File: src/rtl/fst_ram.sv
module fst_ram #(
    parameter int unsigned WIDTH = 8,
    parameter int unsigned DEPTH = 16
) (
    input  logic                     i_clk,
    input  logic                     i_we,
    input  logic [$clog2(DEPTH)-1:0] i_waddr,
    input  logic [WIDTH-1:0]         i_wdata,
    input  logic [$clog2(DEPTH)-1:0] i_raddr,
    output logic [WIDTH-1:0]         o_rdata
);
    logic [WIDTH-1:0] r_mem [DEPTH];

    always_ff @(posedge i_clk) begin
        if (i_we) begin
            r_mem[i_waddr] <= i_wdata;
        end
        o_rdata <= r_mem[i_raddr];
    end
endmodule

File: config.mk
export PLATFORM = sky130hd
export DESIGN_NAME = fst_ram
export DESIGN_NICKNAME = d
export VERILOG_FILES = /design/src/rtl/fst_ram.sv
export SDC_FILE = /design/constraint.sdc
export NUM_CORES = 1
export LEC_CHECK = 0
export ABC_CLOCK_PERIOD_IN_PS = 1710
export BUFFER_PORTS_ARGS = -buffer_cell sky130_fd_sc_hd__buf_4
export CAP_MARGIN = 25
export CORE_ASPECT_RATIO = 1.4
export CORE_MARGIN = 4
export CORE_UTILIZATION = 55
export DETAILED_ROUTE_END_ITERATION = 7
export PLACE_DENSITY = 0.73
export RECOVER_POWER = 50
export SETUP_SLACK_MARGIN = 0.2
export SYNTH_ARGS = -nofsm -noshare
export SYNTH_HDL_FRONTEND = slang
export SYNTH_SLANG_ARGS = --single-unit
File: constraint.sdc
create_clock -name i_clk -period 1.71 [get_ports i_clk]
set_input_delay 0 -clock i_clk [delete_from_list [all_inputs] [get_ports i_clk]]
set_output_delay 0 -clock i_clk [all_outputs]
set_load 0.02 [all_outputs]
==> qor.csv <==
metric,value,unit
finClkSkew,0.00747,ns
peakVddDrop,0.000843,V
slowest_delay,0.52,ns
cts-htree-levels,4,
final_cell_mix,"edfxtp_1, buf_4, mux4_2",
yosysTopAreaCell,edfxtp_1,
critPathLaunch,r_mem[1][0],
drive_gt1_share,25.6,%
synthDistinctLibCells,19,
post_cts_buffers,0,
grt_pass1_wl,15.8,mm
viasPerCell,6.12,
worst-path-buf-inv,0,
numCtsBuffers,17,
antenna_found_initial,0,
hold_start,i_waddr[0],
grt_pass1_vias,2699,
synthTopCellsByArea,"edfxtp_1, mux4_2, mux4_1",
multi_input_area,1060,um2
rsz0062_at_grt,false,
crit_arrival,1.63,ns
antenna_cells,0,
crit_family,multiplexers,
globalRouteOverflowTotal,0,
clockBufferDepth,2,
regToRegStartpoint,r_mem[1][0],
die_area,11000,um2
drt_iter0_drc,263,
hold_viol_final,0,
syn_area_per_cell,22.5,um2
drv_slew,0,
layout_commonest_cell,edfxtp_1,
final_area,6210,um2
status,"complete, no violations",
yosys_most_used_dff,edfxtp_1,
fin_util,68.3,%
synth_nets,247,
hp-class,primary input to flip-flop,
rows,41,
place_congestion,0.769,
grt_use_total,20.2,%
setup_viol_count_final,0,
grt_start_max_net_pins,33,
min_period,1.36,ns
ys_ff_latch,136,
max_cap_viol_count,0,
worstSetupPathType,flip-flop to flip-flop,
cts_resized,0,
syn_inst,229,
place_hpwl,6.20,mm
fmax,0.736,GHz
p_leak,2.10,nW
drc,0,
maxSlewHeadroom,47.7,%
num-fill-cells,584,
end_kind,flip-flop,
dpl_cell_area,5550,um2
ys_async_sr_fraction,0,%
cts_sinks,136,
p_per_area,1290,nW/um2
synth_top_area_share,74.7,%
firstDrtPassIters,4,
seq_area,4000,um2
critical_path.slowest_cell,mux4_1,
worstSkewPairLatency,0.41,ns
seq_area_frac_synth,77.8,%
cp_cell_sequence,mux4_1 -> a22oi_1 -> nand2_1,
fin_setup_tns,0,ns
synth_edf_count,128,
clk_pin_slew,0.05,ns
area_delta_synth_final,20.6,%
worstSetupStartpointType,flip-flop,
fin_nets,310,
syn_area,5150,um2
drt-total-wl,10.0,mm
postRouteAntennaNets,0,
cp_max_fo,1,
start_util,56.7,%
fin_hold_ws,0.0960,ns
chipWidth,89.8,um
worst_slew_pin_slew,0.784,ns
crit_required,1.99,ns
core_area,9080,um2
avgRoutedWirePerCell,24.3,um
die_height,122,um
cts_tree,built,
cts_root_buffer,clkbuf_16,
fin_crit_sh,79.5,%
vias,2523,
port_buffers,25,
yosys_warnings,0,
num_io_pins,26,
where the power goes:
part / switching, W / total [W] / internal, W
Clock: 0.00128 / 0.00384 / 0.00256
Combinational: 0.000220 / 0.000392 / 0.000172
Sequential: 0.0000210 / 0.00375 / 0.00373
tightest hold or removal path: stages:
cell and delay [ns]:
buf_4 0.12, nor3_1 0.06, buf_4 0.15
layer usage:
layer / track usage (%) / share of wire, % / vias up
met5: 0 / 0 / -
met4: 6.71 / 1.2 / 0
met3: 5.76 / 5.2 / 9
met2: 34.7 / 54 / 96
met1: 25.1 / 39 / 1318
li1: - / - / 1100
registers in the layout, indices dropped and copies added, names as in the netlist:
register and flops:
r_mem 128, o_rdata 8
cell families (layout without fill, tap and decap cells):
group / count (synthesis) / after routing / synth area share [%]
buffers and inverters: 10 / 86 / 1.68
DFF: 136 / 136 / 77.8
muxes: 32 / 32 / 15.0
and+or+nand+nor: 35 / 35 / 3.18
AOI/OAI and AO/OA: 16 / 16 / 2.33
cell usage after synthesis, drive strengths merged, types with 2 or more instances:
cell type,number
nand2b,2
mux4,32
nand2,9
nand3b,2
edfxtp,128
dfxtp,8
nor2,13
buf,7
a22oi,16
clkdlybuf4s25,3
nor3,4
final timing paths:
kind / endpoint / slack, ns / depth (start not counted)
max: o_rdata[0] / 0.35 / 3
min: r_mem[4][0] / 0.1 / 3
max reg2reg: o_rdata[0] / 0.35 / 3
min reg2reg: o_rdata[2] / 0.68 / 3
cell type report:
cell class                      instances  share of cell area (%)
Clock buffer                           17                    6.85
Multi-Input combinational cell         83                    17.0
Tap cell                              107                    2.16
Sequential cell                       136                    64.5
Timing Repair Buffer                   54                    6.09
Clock inverter                         15                    3.35
metrics by stage:
step / worst slack [ns] / std cells / total power [W]
finish: 0.351 / 412 / 0.00798
global route: 0.276 / 412 / 0.00825
CTS: 0.336 / 412 / 0.00805
detailed placement: 0.312 / 372 / 0.00421
global placement: 0.349 / 372 / 0.00420
floorplan: 0.217 / 229 / 0.00403
timing repair:
item                       CTS  global route
hold buffers                 8             0
setup endpoints to repair    0             0
hold endpoints to repair   128             0
No activity file was read; power rests on OpenSTA's default activity.
