$ cat src/rtl/fst_pkg.sv
package fst_pkg;

    localparam int unsigned REQ_W = 2;
    localparam int unsigned ROLE_W = 3;
    localparam int unsigned PRIO_W = 16;
    localparam int unsigned POS_W = 32;
    localparam int unsigned QUAT_W = 16;
    localparam int unsigned SPACING_W = 16;
    localparam int unsigned BEST_W = 4;
    localparam int unsigned PADDR_W = 1;
    localparam int unsigned MUL_A_W = 48;
    localparam int unsigned MUL_B_W = 17;
    localparam int unsigned WIDE_W = 66;
    localparam logic [SPACING_W-1:0] SPACING_RESET = 16'd256;
    localparam logic signed [PRIO_W-1:0] PRIO_FLOOR = -16'sd256;
    localparam logic [PADDR_W-1:0] ADDR_SPACING = 1'b0;

    typedef enum logic [REQ_W-1:0] {
        REQ_APPEND = 2'd0,
        REQ_CLEAR  = 2'd1,
        REQ_POS    = 2'd2,
        REQ_ROLE   = 2'd3
    } t_req;

    typedef enum logic [3:0] {
        ST_IDLE,
        ST_READ,
        ST_SCALE,
        ST_CROSS1,
        ST_ROT,
        ST_CROSS2,
        ST_SCAN1,
        ST_SCAN2,
        ST_DONE,
        ST_OUT
    } t_state;

    typedef struct packed {
        logic [REQ_W-1:0]              req_type;
        logic signed [POS_W-1:0]       vec_x;
        logic signed [POS_W-1:0]       vec_y;
        logic signed [POS_W-1:0]       vec_z;
        logic signed [QUAT_W-1:0]      quat_w;
        logic signed [QUAT_W-1:0]      quat_x;
        logic signed [QUAT_W-1:0]      quat_y;
        logic signed [QUAT_W-1:0]      quat_z;
        logic [ROLE_W-1:0]             role;
        logic signed [PRIO_W-1:0]      priority_req;
        logic [7:0]                    slot_index;
    } t_in;

    typedef struct packed {
        logic signed [POS_W-1:0] pos_x;
        logic signed [POS_W-1:0] pos_y;
        logic signed [POS_W-1:0] pos_z;
        logic [BEST_W-1:0]       best_slot;
        logic                    slot_found;
        logic                    status;
    } t_out;

endpackage

$ cat src/rtl/fst_mul.sv
module fst_mul (
    input  logic                                  i_clk,
    input  logic signed [fst_pkg::MUL_A_W-1:0]    i_a,
    input  logic signed [fst_pkg::MUL_B_W-1:0]    i_b,
    output logic signed [fst_pkg::WIDE_W-1:0]     o_p
);
    import fst_pkg::*;

    always_ff @(posedge i_clk) begin
        o_p <= WIDE_W'(i_a * i_b);
    end
endmodule

$ cat config.mk
export PLATFORM = sky130hd
export DESIGN_NAME = fst_mul
export DESIGN_NICKNAME = d
export VERILOG_FILES = /design/src/rtl/fst_pkg.sv /design/src/rtl/fst_mul.sv
export SDC_FILE = /design/constraint.sdc
export NUM_CORES = 2
export LEC_CHECK = 0
export ABC_CLOCK_PERIOD_IN_PS = 9050
export BUFFER_PORTS_ARGS = -buffer_cell sky130_fd_sc_hd__buf_2
export CAP_MARGIN = 10
export CELL_PAD_IN_SITES_DETAIL_PLACEMENT = 0
export CELL_PAD_IN_SITES_GLOBAL_PLACEMENT = 1
export CORE_ASPECT_RATIO = 2
export CORE_UTILIZATION = 45
export DETAILED_ROUTE_END_ITERATION = 10
export PLACE_DENSITY_LB_ADDON = 0.1
export SETUP_SLACK_MARGIN = 0.05
export SLEW_MARGIN = 25
export SYNTH_ARGS = -nofsm -noshare
export SYNTH_HDL_FRONTEND = slang
export SYNTH_SLANG_ARGS = --single-unit
$ cat constraint.sdc
create_clock -name i_clk -period 9.05 [get_ports i_clk]
set_clock_uncertainty 0.15 [all_clocks]
set_input_delay 1.3575 -clock i_clk [delete_from_list [all_inputs] [get_ports i_clk]]
set_output_delay 1.3575 -clock i_clk [all_outputs]
set_load 0.01 [all_outputs]
==> summary by stage <==
Setup path
Data on the critical path is required at its endpoint by 9.22 ns. The critical path starts at i_b[5]. The cell family contributing the most delay on the critical path is adder cells. The critical path startpoint category is an input pin. Data arrives at the worst endpoint at roughly 9 ns.

STA classifies the critical path endpoint as a flop. The kind of critical path is input pin to flop. The maximum fanout count along the critical path is 21. Counting both buffers and inverters, the worst setup path holds a total of 8.

The largest incremental delay on the critical path is approximately 0.67 ns. On the critical path, the stage with the largest delay is an instance of sky130_fd_sc_hd__a2111oi_0. Counting stages on the worst path, the most repeated cell is sky130_fd_sc_hd__fa_1.

Timing
The worst slew slack as a fraction of its limit is 0.339. The maximum clock frequency is between 0.1 and 0.15 GHz. The number of endpoints failing setup at the final stage is 0.

The final worst slack is ~0.19 ns. The final-report hold violation count was 0. The max-slew violation total from the final report is 0. The slew at the pin with the worst max-slew slack is ~0.99 ns.

The minimum clock period is approximately 8.9 ns. The post-route fraction of the period consumed by the critical path is 0.979. Setup repair after global routing left no endpoint under its margin.

Synth
For this run, the register share of the synthesized area comes to 0.0452. The Yosys warning count is 0. The async set-reset flop share out of synthesis is 0. The most common flop cell mapped by yosys is sky130_fd_sc_hd__dfxtp_1. The mean area per synthesized cell is approximately 9 um2. The number of enable-type register cells in the synthesized netlist is 0. The cell count after synthesis is between 3000 and 4000. The synthesized netlist occupies a cell area of around 29000 um2. Synthesis inferred between 60 and 70 register bits. Yosys mapped the design onto 64 distinct sky130hd cell types. Counting every net in the synthesized netlist gives between 4000 and 5000.

Worst hold path
The worst hold path begins at i_a[0]. The class of the worst hold path is input pin to flop. The number of stages on the worst hold path is 3. The capture endpoint of the worst hold path is o_p[0].

Layout
Compared with the post-synthesis result, the final layout area differs by 7.82%. The register with the most flip-flops in the layout has 65 of them. The proportion of layout cells with a drive suffix above 1 is 0.0774. The largest registers in the layout are o_p x65. Leaving out fill and tap cells, the most frequent cells in the layout are 854 x sky130_fd_sc_hd__inv_1, 761 x sky130_fd_sc_hd__fa_1, 515 x sky130_fd_sc_hd__nand2_1. The net count of the finished layout is approximately 4300. The most common library cell in the layout ignoring fill and taps is sky130_fd_sc_hd__inv_1. The top register by number of flip-flops is o_p.

Clocking
The post-CTS repair timing setup buffer count is 0. The TritonCTS clock tree is done. The clock passes through at most 2 buffers.

The number of clock buffers added by TritonCTS is 9. The root cell of the clock tree is sky130_fd_sc_hd__clkbuf_16. The clock-pin transition on the worst setup and hold timing paths is 0.07 ns. The number of buffers inserted by hold repair at cts is 0. The clock net in this run drives a total of 65 sinks. Gates resized during post-CTS repair numbered 0.

The clock tree synthesis step divided the H-tree into 3 levels.

Global route
The number of antenna violations at the first check in global routing is 1. The global-route wire length before repair is around 150 mm. The via count of the first global-routing pass was between 20000 and 30000.

The fraction of met2 tracks used by global routing is 0.618. The largest net degree at the start of global routing is around 50. After global routing the overflow that remains totals 0. The met1 demand-to-capacity share in global routing is 0.297. For this run, global-route usage on met3 was measured as 0.0306. The layer flagged by global routing as most heavily used is met2. The total global-route track usage is 0.316.

Job
The tool flagged a number of max-cap violations equal to 0.

Route
In this run the remaining antenna-violating nets after routing total 0. The sum of routed wire length over all layers is 95.7 mm. After the first detailed-routing iteration, the DRC count stood at 1000. Using the TritonRoute via totals, the vias-per-cell ratio works out to about 5.3. After detailed routing, the number of remaining DRC violations is 0. After detailed routing, the average wire length per cell comes to 23.1 um.

The total iterations of the first detailed-routing run is 5. For this block, the via count after detailed routing is approximately 22000.

Die
The total die area is between 60000 and 70000 um2. The effective utilization at floorplan is 0.457. The area of the core is 62900 um2.

The number of cell rows is 130. From bottom edge to top edge, the die measures 360 um. From left edge to right edge, the die measures 181 um.

The number of top-level pins is approximately 130.

Outcome
The run finished with clean final reports.

Placed design
OpenSTA, run right after detailed placement, puts the worst setup slack at -0.339 ns. The half-perimeter wire length after placement is between 70 and 80 mm. Port buffering added 131 buffers. The routability congestion estimate from global placement is roughly 0.9.
## area by class of cell
cell class | count | area, um2
Fill cell | 6217 | 31900
Multi-Input combinational cell | 2178 | 23700
Inverter | 855 | 3210
Timing Repair Buffer | 232 | 1510
Sequential cell | 65 | 1300
Tap cell | 792 | 991
Clock buffer | 10 | 239
Clock inverter | 6 | 67.6
Antenna cell | 1 | 2.50
## stage by stage
step | instances | TNS, ns | hold WS, ns | util | area, um2
CTS | 4138 | 0 | 1.21 | 0.493 | 31000
detailed placement | 4122 | -0.642 | 1.60 | 0.488 | 30700
global placement | 4122 | -0.466 | 1.60 | 0.488 | 30700
floorplan | 3247 | 0 | 1.33 | - | 28800
global route | 4138 | 0 | 1.29 | 0.493 | 31000
finish | 4139 | 0 | 1.24 | 0.493 | 31000
## synth_stat cells, types with 4 or more instances
master | n | area, um2
sky130_fd_sc_hd__a21oi_1 | 77 | 385
sky130_fd_sc_hd__and2_1 | 304 | 1900
sky130_fd_sc_hd__o21ai_0 | 44 | 220
sky130_fd_sc_hd__o21a_1 | 5 | 37.5
sky130_fd_sc_hd__nand4_1 | 15 | 93.8
sky130_fd_sc_hd__nand2b_1 | 12 | 75.1
sky130_fd_sc_hd__nand3_1 | 13 | 65.1
sky130_fd_sc_hd__buf_1 | 5 | 18.8
sky130_fd_sc_hd__nor2_1 | 90 | 338
sky130_fd_sc_hd__a21o_1 | 26 | 195
sky130_fd_sc_hd__o31ai_1 | 4 | 30.0
sky130_fd_sc_hd__fa_1 | 761 | 15200
sky130_fd_sc_hd__dfxtp_1 | 65 | 1300
sky130_fd_sc_hd__ha_1 | 147 | 1840
sky130_fd_sc_hd__clkbuf_1 | 142 | 533
sky130_fd_sc_hd__xnor2_1 | 47 | 412
sky130_fd_sc_hd__nor3_1 | 15 | 75.1
sky130_fd_sc_hd__inv_1 | 854 | 3210
sky130_fd_sc_hd__xor2_1 | 15 | 131
sky130_fd_sc_hd__nor2b_1 | 6 | 37.5
sky130_fd_sc_hd__nand2_1 | 515 | 1930
sky130_fd_sc_hd__a31oi_1 | 5 | 31.3
sky130_fd_sc_hd__and3_1 | 6 | 37.5
sky130_fd_sc_hd__o21bai_1 | 14 | 105
## routing by layer
layer,up-vias,share of wire
met5,-,0
met4,0,0.084
met3,303,0.037
met2,739,0.57
met1,11582,0.31
li1,9479,-
## worst max path at each step
stage               endpoint  cells past startpoint  slack (ns)
floorplan            o_p[57]                     24        1.61
global placement     o_p[64]                     24       -0.31
detailed placement   o_p[64]                     24       -0.34
CTS                  o_p[64]                     24        0.09
global route         o_p[64]                     25        0.07
finish               o_p[64]                     25        0.19
## kinds of logic after synthesis
family / share of synthesized area
adders and majority gates: 0.593
DFF: 0.0452
xor gates and xnor gates: 0.0189
AOI/OAI and AO/OA: 0.0480
and+or+nand+nor: 0.163
muxes: 0.000348
buffers and inverters: 0.131
Power is not shown: default switching activity piles up to over one toggle a cycle in this logic, so the estimate is an artifact.
